===== src/rtl/hbs_pkg.sv =====
// Shared types and constants of the height grid sampler.
`default_nettype none

package hbs_pkg;

    localparam int NUM_STAGES = 10;

    // Pipeline stage positions
    localparam int ST_IN     = 0;
    localparam int ST_MUL    = 1;
    localparam int ST_CLAMP  = 2;
    localparam int ST_READ   = 3;
    localparam int ST_DIFF   = 4;
    localparam int ST_WEIGHT = 5;
    localparam int ST_ROW    = 6;
    localparam int ST_RDIFF  = 7;
    localparam int ST_RMUL   = 8;
    localparam int ST_OUT    = 9;

    localparam logic OP_LOAD  = 1'b0;
    localparam logic OP_QUERY = 1'b1;

    typedef enum logic [2:0] {
        REG_GRID_VALID  = 3'd0,
        REG_X_ORIGIN    = 3'd1,
        REG_Y_ORIGIN    = 3'd2,
        REG_X_SCALE     = 3'd3,
        REG_Y_SCALE     = 3'd4,
        REG_LAST_COLUMN = 3'd5,
        REG_LAST_ROW    = 3'd6
    } reg_index_t;

    localparam logic signed [63:0] SAT_MAX = 64'sh0000_0000_7FFF_FFFF;
    localparam logic signed [63:0] SAT_MIN = 64'shFFFF_FFFF_8000_0000;

    typedef struct packed {
        logic [NUM_STAGES-1:0] adv;
        logic                  mem_wr;
    } pipe_ctrl_t;

endpackage

`default_nettype wire


===== src/rtl/hbs_axis.sv =====
// Maps one query coordinate to a clamped grid index and 16-bit fraction.
`default_nettype none

module hbs_axis (
    input  logic                clk,
    input  hbs_pkg::pipe_ctrl_t ctrl,
    input  logic signed [31:0]  coord,
    input  logic signed [31:0]  origin,
    input  logic [31:0]         scale,
    input  logic [7:0]          last_index,
    output logic [7:0]          index,
    output logic [15:0]         frac
);

    logic signed [32:0] diff;
    logic [31:0]        dist_next;
    logic [31:0]        dist_reg;
    logic [63:0]        prod_full;
    logic [47:0]        pos_next;
    logic [47:0]        pos_reg;
    logic [47:0]        pos_lim;
    logic [47:0]        pos_clamped;
    logic [7:0]         index_reg;
    logic [15:0]        frac_reg;

    always_comb
    begin
        diff        = 33'(coord) - 33'(origin);
        dist_next   = (!diff[32] && (diff != '0)) ? diff[31:0] : '0;
        prod_full   = 64'(dist_reg) * 64'(scale);
        pos_next    = prod_full[63:16];
        pos_lim     = 48'({last_index, 16'h0000});
        pos_clamped = (pos_reg > pos_lim) ? pos_lim : pos_reg;
    end

    always_ff @(posedge clk)
    begin
        if (ctrl.adv[hbs_pkg::ST_IN])
        begin
            dist_reg <= dist_next;
        end
        if (ctrl.adv[hbs_pkg::ST_MUL])
        begin
            pos_reg <= pos_next;
        end
        if (ctrl.adv[hbs_pkg::ST_CLAMP])
        begin
            index_reg <= pos_clamped[23:16];
            frac_reg  <= pos_clamped[15:0];
        end
    end

    assign index = index_reg;
    assign frac  = frac_reg;

endmodule

`default_nettype wire


===== config.mk =====
export PLATFORM = sky130hd
export DESIGN_NAME = hbs_axis
export DESIGN_NICKNAME = d
export VERILOG_FILES = /design/src/rtl/hbs_pkg.sv /design/src/rtl/hbs_axis.sv
export SDC_FILE = /design/constraint.sdc
export NUM_CORES = 2
export LEC_CHECK = 0
export BUFFER_PORTS_ARGS = -buffer_cell sky130_fd_sc_hd__buf_2
export CAP_MARGIN = 30
export CORE_ASPECT_RATIO = 0.9
export CORE_MARGIN = 4
export CORE_UTILIZATION = 25
export CTS_CLUSTER_SIZE = 30
export DETAILED_ROUTE_END_ITERATION = 6
export MAX_ROUTING_LAYER = met4
export PLACE_DENSITY = 0.49
export SYNTH_ARGS = -nofsm -noshare
export SYNTH_HDL_FRONTEND = slang
export SYNTH_SLANG_ARGS = --single-unit

===== constraint.sdc =====
create_clock -name clk -period 28.9 [get_ports clk]
set_input_delay 7.225 -clock clk [delete_from_list [all_inputs] [get_ports clk]]
set_output_delay 7.225 -clock clk [all_outputs]
set_load 0.01 [all_outputs]

==> flow_metrics.py <==
metrics = {
    "status": {
        "status": "complete, no violations",
    },
    "routing": {
        "vias": 26980,
        "first_iter_violations": 1324,
        "drc": 0,
        "wl_met2_um": 52900,
        "viasPerCell": 4.417,
        "top_layer": "met4",
        "ant_nets": 0,
        "m1WireLength_um": 54070,
        "routed_wl_um": 114500,
        "dr.pass1.iters": 5,
        "wl_met3_um": 5280,
        "wl_per_cell_um": 18.75,
    },
    "final_layout": {
        "area_growth_pct": 7.659,
        "multiInputGateArea_sq_mm": 0.03101,
        "largest_register_ffs": 48,
        "register_area_sq_mm": 0.003123,
        "nets": 5410,
        "drive_gt1_frac": 0.05069,
        "fill_cells": 16410,
    },
    "timing": {
        "rsz0062_at_grt": "false",
        "setup_viol": 0,
        "tns_ns": 0,
        "finalCriticalPeriod_ns": 15.40,
        "tightestPinTransition_ns": 1.050,
        "clock.fmax_mhz": 64.95,
        "final-max-slew-violation-count": 0,
        "maxSlewHeadroom": 0.3001,
        "finalClockSkew_ns": 0.01889,
        "finalHoldViolCount": 0,
        "min_period_over_period": 0.5327,
    },
    "logic_synthesis": {
        "synth_fp_nets": 5445,
        "netlist_area_sq_mm": 0.03854,
        "yosysWarnings": 0,
        "ys.flop_type": "edfxtp_1",
        "synth_edf_count": 104,
        "synth-seq-cells": 104,
        "yosysSeqAreaShare": 0.08104,
        "async_reset_ff_frac": 0,
        "netlist_instances": 4133,
        "synth_cell_types": 58,
        "syn_area_per_cell_sq_um": 9.324,
    },
    "worst_setup_path": {
        "slowest_delay_ns": 0.72,
        "slowest_stage": "buf_2",
        "crit_arrival_ns": 15.63,
        "cp-start-kind": "input port",
        "cp_max_fo": 32,
        "end_kind": "flop",
        "cp_common_cell": "fa_1",
        "crit_type": "input port to flop",
        "worst_ep_required_time_ns": 29.13,
    },
    "placed_design": {
        "io_buffer_count": 131,
        "place_hpwl_um": 86170,
        "gp_congestion": 0.8474,
    },
    "floorplanning": {
        "io_pins": 140,
        "start_util": 0.2519,
        "core.rowCount": 136,
        "die_w_um": 421.9,
        "core_sq_mm": 0.1530,
        "die_y_um": 380.5,
        "dieArea_sq_mm": 0.1605,
    },
    "clock_network": {
        "holdBufCountCts": 0,
        "cts_resized": 0,
        "clock_path_buffers": 2,
        "worst_skew_pair.late_latency_ns": 0.40,
        "h-tree-depth": 3,
        "root_buffer": "clkbuf_16",
        "cts_tree": "built",
        "numCtsBuffers": 9,
        "cts.sinks": 104,
        "path_clk_slew_ns": 0.08,
        "postCtsSetupRepairBufs": 0,
    },
    "job": {
        "cap_violations": 0,
    },
    "grt": {
        "grt_start_max_net_pins": 49,
        "grt-ovfl-total": 0,
        "antenna_found_initial": 12,
        "grt_use_total": 0.1501,
        "grt_pass1_vias": 29570,
        "grt_pass1_wl_um": 180700,
    },
    "min_path": {
        "hold_path_class": "flop to flop",
    },
}
critical path: cells and delay by family:
kind	cells	cell delay, ns
fa+ha+maj	9	4.22
simple gates	4	0.82
compound gates	6	2.01
buf+inv	6	1.00
mux	1	0.31
through the flow:
step | hold slack, ns | utilization | instance area [sq um] | instances | setup slack, ns
floorplan | 0.5137 | - | 38540 | 4133 | 14.85
global placement | 0.5501 | 0.2691 | 41170 | 6087 | 13.21
detailed placement | 0.5513 | 0.2691 | 41170 | 6087 | 13.20
CTS | 0.5602 | 0.2710 | 41460 | 6103 | 13.59
global route | 0.5694 | 0.2712 | 41490 | 6107 | 13.31
finish | 0.5547 | 0.2712 | 41490 | 6108 | 13.50
final timing paths:
check / end / slack (ns) / cells after the start / from
worst max-delay path: pos_reg[45] / 13.50 / 26 / scale[8]
worst max register to register: pos_reg[45] / 20.04 / 27 / dist_reg[6]
worst min register to register: frac[1] / 0.55 / 1 / pos_reg[1]
worst min-delay path: frac[1] / 0.55 / 1 / pos_reg[1]
placed cells by master (no fill, tap or decap), types with 3 or more instances in the layout:
| cell type | n |
|---|---|
| a31oi_1 | 12 |
| buf_2 | 131 |
| a21o_1 | 51 |
| a21oi_1 | 102 |
| o21a_1 | 7 |
| nand4_1 | 19 |
| xor2_1 | 31 |
| o211ai_1 | 4 |
| xnor2_1 | 47 |
| buf_4 | 37 |
| a31o_2 | 3 |
| clkbuf_16 | 9 |
| nor2b_1 | 12 |
| and2_1 | 640 |
| diode_2 | 4 |
| o21bai_1 | 17 |
| o21ai_1 | 8 |
| nand2_1 | 453 |
| edfxtp_1 | 104 |
| nand3_1 | 20 |
| a211oi_1 | 6 |
| or2_2 | 5 |
| nor3_1 | 11 |
| fa_1 | 896 |
| o21ai_0 | 48 |
| mux2_2 | 8 |
| nand2b_1 | 17 |
| and3_1 | 14 |
| nor4_1 | 14 |
| nor2_1 | 69 |
| inv_6 | 3 |
| inv_1 | 959 |
| a311oi_1 | 4 |
| ha_1 | 300 |
Yosys cell counts (19+ instances only):
| cell | n | share of area |
|---|---|---|
| o21ai_0 | 48 | 0.0062 |
| xnor2_1 | 47 | 0.011 |
| a21oi_1 | 102 | 0.013 |
| nand2_1 | 453 | 0.044 |
| nand4_1 | 19 | 0.0031 |
| and2_1 | 640 | 0.10 |
| clkbuf_1 | 209 | 0.020 |
| fa_1 | 896 | 0.47 |
| nor2_1 | 69 | 0.0067 |
| a21o_1 | 51 | 0.0099 |
| xor2_1 | 31 | 0.0070 |
| nand3_1 | 20 | 0.0026 |
| ha_1 | 300 | 0.097 |
| edfxtp_1 | 104 | 0.081 |
| inv_1 | 959 | 0.093 |
final cells by class:
class	instances	share of cell area
multi-input cells	2855	0.7474
clock inverters	6	0.001508
clock buffers	10	0.005519
diodes	4	0.0002413
flip-flops and latches	104	0.07527
repair buffers	169	0.02298
inverters	959	0.08676
well taps	2001	0.06035
per-layer routing:
layer / track usage / up-vias
met1: 0.2073 / 14220
met3: 0.01809 / 83
met4: 0.02841 / 0
met5: - / -
met2: 0.2391 / 570
li1: - / 12110
cells by family after synthesis:
logic type / share of synthesized area
simple gates: 0.1737
fa+ha+maj: 0.5629
buf+inv: 0.1145
compound gates: 0.04747
flops: 0.08104
xor+xnor: 0.01773
mux: 0.002727
Power is left out: the tool's default activity adds up to more than one toggle a clock period on the data nets, which glitch-free logic cannot reach.
