==> config.mk <==
export PLATFORM = sky130hd
export DESIGN_NAME = hbs_blend
export DESIGN_NICKNAME = d
export VERILOG_FILES = /design/src/rtl/hbs_pkg.sv /design/src/rtl/hbs_blend.sv
export SDC_FILE = /design/constraint.sdc
export NUM_CORES = 2
export LEC_CHECK = 0
export ABC_AREA = 1
export BUFFER_PORTS_ARGS = -buffer_cell sky130_fd_sc_hd__buf_2
export CAP_MARGIN = 20
export CORE_MARGIN = 5
export CORE_UTILIZATION = 52
export CTS_CLUSTER_DIAMETER = 30
export CTS_CLUSTER_SIZE = 24
export DETAILED_ROUTE_END_ITERATION = 10
export GPL_TIMING_DRIVEN = 0
export MAX_ROUTING_LAYER = met4
export PLACE_DENSITY_LB_ADDON = 0.15
export RECOVER_POWER = 50
export REMOVE_ABC_BUFFERS = 1
export SYNTH_ARGS = -nofsm -noshare
export SYNTH_HDL_FRONTEND = slang
export SYNTH_SLANG_ARGS = --single-unit
==> constraint.sdc <==
create_clock -name clk -period 7.95 [get_ports clk]
set_clock_uncertainty 0.1 [all_clocks]
set_input_delay 1.59 -clock clk [delete_from_list [all_inputs] [get_ports clk]]
set_output_delay 1.59 -clock clk [all_outputs]
set_load 0.005 [all_outputs]
==> src/rtl/hbs_pkg.sv <==
// Shared types and constants of the height grid sampler.
`default_nettype none

package hbs_pkg;

    localparam int NUM_STAGES = 10;

    // Pipeline stage positions
    localparam int ST_IN     = 0;
    localparam int ST_MUL    = 1;
    localparam int ST_CLAMP  = 2;
    localparam int ST_READ   = 3;
    localparam int ST_DIFF   = 4;
    localparam int ST_WEIGHT = 5;
    localparam int ST_ROW    = 6;
    localparam int ST_RDIFF  = 7;
    localparam int ST_RMUL   = 8;
    localparam int ST_OUT    = 9;

    localparam logic OP_LOAD  = 1'b0;
    localparam logic OP_QUERY = 1'b1;

    typedef enum logic [2:0] {
        REG_GRID_VALID  = 3'd0,
        REG_X_ORIGIN    = 3'd1,
        REG_Y_ORIGIN    = 3'd2,
        REG_X_SCALE     = 3'd3,
        REG_Y_SCALE     = 3'd4,
        REG_LAST_COLUMN = 3'd5,
        REG_LAST_ROW    = 3'd6
    } reg_index_t;

    localparam logic signed [63:0] SAT_MAX = 64'sh0000_0000_7FFF_FFFF;
    localparam logic signed [63:0] SAT_MIN = 64'shFFFF_FFFF_8000_0000;

    typedef struct packed {
        logic [NUM_STAGES-1:0] adv;
        logic                  mem_wr;
    } pipe_ctrl_t;

endpackage

`default_nettype wire

==> src/rtl/hbs_blend.sv <==
// Bilinear blend pipeline: column pass, row pass, rounding and saturation.
`default_nettype none

module hbs_blend #(
    parameter int HEIGHT_BITS = 16
) (
    input  logic                          clk,
    input  hbs_pkg::pipe_ctrl_t           ctrl,
    input  logic                          grid_valid,
    input  logic [15:0]                   col_frac,
    input  logic [15:0]                   row_frac,
    input  logic signed [HEIGHT_BITS-1:0] ll,
    input  logic signed [HEIGHT_BITS-1:0] lr,
    input  logic signed [HEIGHT_BITS-1:0] ul,
    input  logic signed [HEIGHT_BITS-1:0] ur,
    output logic signed [31:0]            height_out,
    output logic                          found
);

    localparam int HB = HEIGHT_BITS;
    localparam int DW = HB + 1;
    localparam int PW = DW + 17;
    localparam int AW = HB + 2;
    localparam int EW = AW + 1;
    localparam int MW = EW + 17;
    localparam int VW = AW + 2;

    logic [15:0]           fx3_reg;
    logic [15:0]           fy3_reg;
    logic signed [HB-1:0]  ll4_reg;
    logic signed [HB-1:0]  ul4_reg;
    logic signed [DW-1:0]  dlo_reg;
    logic signed [DW-1:0]  dhi_reg;
    logic [15:0]           fx4_reg;
    logic [15:0]           fy4_reg;
    logic signed [HB-1:0]  ll5_reg;
    logic signed [HB-1:0]  ul5_reg;
    logic signed [PW-1:0]  plo_reg;
    logic signed [PW-1:0]  phi_reg;
    logic [15:0]           fy5_reg;
    logic signed [AW-1:0]  a6_reg;
    logic signed [AW-1:0]  b6_reg;
    logic [15:0]           fy6_reg;
    logic signed [AW-1:0]  a7_reg;
    logic signed [EW-1:0]  dab_reg;
    logic [15:0]           fy7_reg;
    logic signed [AW-1:0]  a8_reg;
    logic signed [MW-1:0]  m_reg;
    logic signed [VW-1:0]  v;
    logic signed [63:0]    vx;
    logic signed [31:0]    sat;
    logic signed [31:0]    height_reg;
    logic                  found_reg;

    always_comb
    begin
        v   = VW'(a8_reg) + VW'((m_reg + MW'(32768)) >>> 16);
        vx  = 64'(v);
        if (vx > hbs_pkg::SAT_MAX)
        begin
            sat = 32'(hbs_pkg::SAT_MAX);
        end
        else if (vx < hbs_pkg::SAT_MIN)
        begin
            sat = 32'(hbs_pkg::SAT_MIN);
        end
        else
        begin
            sat = 32'(vx);
        end
    end

    always_ff @(posedge clk)
    begin
        if (ctrl.adv[hbs_pkg::ST_READ])
        begin
            fx3_reg <= col_frac;
            fy3_reg <= row_frac;
        end
        if (ctrl.adv[hbs_pkg::ST_DIFF])
        begin
            ll4_reg <= ll;
            ul4_reg <= ul;
            dlo_reg <= DW'(lr) - DW'(ll);
            dhi_reg <= DW'(ur) - DW'(ul);
            fx4_reg <= fx3_reg;
            fy4_reg <= fy3_reg;
        end
        if (ctrl.adv[hbs_pkg::ST_WEIGHT])
        begin
            ll5_reg <= ll4_reg;
            ul5_reg <= ul4_reg;
            plo_reg <= PW'(dlo_reg) * PW'(signed'({1'b0, fx4_reg}));
            phi_reg <= PW'(dhi_reg) * PW'(signed'({1'b0, fx4_reg}));
            fy5_reg <= fy4_reg;
        end
        // floor(lo / 2^16) == ll + floor(dlo * fx / 2^16)
        if (ctrl.adv[hbs_pkg::ST_ROW])
        begin
            a6_reg  <= AW'(ll5_reg) + AW'(plo_reg >>> 16);
            b6_reg  <= AW'(ul5_reg) + AW'(phi_reg >>> 16);
            fy6_reg <= fy5_reg;
        end
        if (ctrl.adv[hbs_pkg::ST_RDIFF])
        begin
            a7_reg  <= a6_reg;
            dab_reg <= EW'(b6_reg) - EW'(a6_reg);
            fy7_reg <= fy6_reg;
        end
        if (ctrl.adv[hbs_pkg::ST_RMUL])
        begin
            a8_reg <= a7_reg;
            m_reg  <= MW'(dab_reg) * MW'(signed'({1'b0, fy7_reg}));
        end
        if (ctrl.adv[hbs_pkg::ST_OUT])
        begin
            height_reg <= grid_valid ? sat : '0;
            found_reg  <= grid_valid;
        end
    end

    assign height_out = height_reg;
    assign found      = found_reg;

endmodule

`default_nettype wire

==> out/results.tsv <==
metric	value	unit
RSZ-0062 raised after global routing	no	
Max Cap Viol	4	
critical-path maximum fanout	18	
DRT iter0 DRCs	2206	
Worst-path clk slew	0.05	ns
HP Start	ll4_reg[12]	
pin count of the biggest net entering global routing	69	
R2R setup slack	1.19	ns
most frequent cell after synthesis	inv_1	
share of cells above drive strength 1	4.718	%
startpoint types	flip-flop	
I/O pin count	142	
DRC viols	0	
crit path max-delay cell type	edfxtp_1	
endpoints failing setup	0	
Post-synth ARST share	0	%
synth warn	0	
failing checks	max-capacitance violations, max-slew violations	
PostCTS Resize Cnt	0	
Pre-antenna DRT Iters	5	
cts bufs inserted	83	
top-area cell type share of the netlist area	33.04	%
Setup crit end kind	flip-flop	
Initial Util	52.34	%
Mean Syn Cell Area	8.413	sq um
Vias	38540	
DRT met1 WL	55120	um
status	complete, but fails checks	
#FFs+latches synth	380	
Hold Crit Class	flip-flop to flip-flop	
highest metal used	met4	
leading area contributor after synthesis	fa_1	
worst-skew pair later-pin latency	0.66	ns
Commonest cells post-synth	inv_1, nand2_1, fa_1	
Final Max Slew Viols	179	
metal2 WL	63130	um
Synth Flop Type	edfxtp_1	
Die Y	327.5	um
initial antenna violation count	7	
fmax	0.1479	GHz
Final Hold Vio Count	0	
number of enable flip-flop cells after synthesis	380	
Worst path max stage delay	0.96	ns
TNS Setup	0	ns
Die W	327.5	um
actual slew at the worst max-slew pin	3.773	ns
reg2reg path depth	20	
Total GRT Usage	25.93	%
worst r2r dst	plo_reg[33]	
met3 WL	7648	um
crit path cell chain	buf_16 -> nand2_1 -> fa_1 -> fa_1 -> inv_1 -> fa_1 -> fa_1 -> fa_1 -> inv_1 -> fa_1 -> inv_1 -> ha_1 -> a21oi_1 -> o21ai_0 -> inv_1 -> nand2_1 -> a21oi_1 -> nand2_1 -> nand2_1 -> nand2_1	
die area	107200	sq um
Avg WL per Cell	17.08	um
relative slew slack	-151.5	%
Nets	7605	
crit share post-route	85.02	%
gr ovfl total	0	
Worst EP required	8.21	ns
RR Startpoint	fx4_reg[4]	
buffers and inverters on the worst path	5	
cell area after synthesis	52410	sq um
post-synth cell types	44	
CTS Sinks	380	
area grow syn2layout	9.279	%
DP HPWL	107500	um
first-pass GRT wire length	213700	um
Rows	116	
CTS tree	done	
vias in the first global route	40880	
synth top area cells	fa_1, edfxtp_1, inv_1, nand2_1, ha_1	
fin crit period	6.759	ns
Root Buffer	clkbuf_16	
Hold EP	ll5_reg[12]	
IO buf count	137	
Antenna Nets Post-Route	0	
Worst Path Class, Setup	flip-flop to flip-flop	
Arrival @ worst endpoint	7.02	ns
register area share after synthesis	21.77	%
core area	100100	sq um
crit-path leading delay family	adder cells	
Hold Crit Depth	0	
H-tree Lvls	3	
CTS Hold Buffers Added	0	
Synth Instances	6230	
RD Place Congestion	0.9476	
Post-CTS Repair Setup Buffers	0	
via/cell ratio	5.043	
Most common cell on crit path	fa_1	
Max Buffers Root-to-Sink	3	
routed wire length	130500	um
## worst max path at each step
stage / to / cells past startpoint / slack, ns / startpoint
after floorplan: plo_reg[29] / 18 / 2.07 / fx4_reg[2]
after global placement: phi_reg[29] / 18 / 0.42 / fx4_reg[2]
after detailed placement: plo_reg[29] / 19 / 1.24 / fx4_reg[4]
after CTS: plo_reg[29] / 19 / 1.21 / fx4_reg[4]
after global routing: plo_reg[32] / 20 / 0.81 / fx4_reg[4]
final: plo_reg[33] / 20 / 1.19 / fx4_reg[4]
## placed cells by master (no fill, tap or decap), types with 5 or more instances in the layout
cell type	count
a21o_1	7
fa_1	865
clkbuf_1	45
buf_16	17
nand4_1	47
edfxtp_1	380
inv_8	7
o21ai_0	145
nor4_1	6
o21a_1	5
clkinv_4	11
diode_2	5
ha_1	363
buf_2	102
xor2_1	80
bufinv_16	7
o31ai_1	6
nor3_1	24
nand3b_1	6
nand2_1	1627
a21oi_1	233
nand3_1	150
inv_1	1771
clkbuf_16	84
xnor2_1	25
nand2_2	6
o21bai_1	10
a31oi_1	7
inv_6	17
nor2_1	219
nor2_2	6
clkinvlp_4	9
## per-stage QoR
step                cell area, sq um  utilization, %  setup WS (ns)  instances  hold slack (ns)
CTS                            57380           57.29          1.208       7636           0.2882
global placement               53900           53.82         0.4161       7459           0.3012
detailed placement             54470           54.39          1.238       7481           0.3045
finish                         57270           57.19          1.191       7641           0.2901
global route                   57270           57.18         0.8093       7638           0.2910
floorplan                      51590               -          2.067       6024           0.3003
## layer usage
layer,vias up,global-route usage [%]
met5,-,-
met4,0,8.201
met3,245,3.800
met2,996,43.14
met1,18850,33.12
li1,18450,-
## cells by family after synthesis
family,count (synthesis),synth area share [%]
buffers and inverters,1977,14.26
flip-flops,380,21.77
adder cells (fa/ha/maj),1228,41.71
AND/OR/NAND/NOR,2115,16.24
AO/OA/AOI/OAI,425,4.268
XOR/XNOR,105,1.755
## area by class of cell
cell class / instances / area (sq um)
Antenna cell: 5 / 12.51
Clock buffer: 91 / 2128
Clock inverter: 64 / 782.0
Fill cell: 9181 / 42870
Inverter: 1771 / 6648
Multi-Input combinational cell: 3873 / 33520
Sequential cell: 380 / 11410
Tap cell: 1298 / 1624
Timing Repair Buffer: 159 / 1151
Power is not shown: default switching activity piles up to over one toggle a cycle in this logic, so the estimate is an artifact.
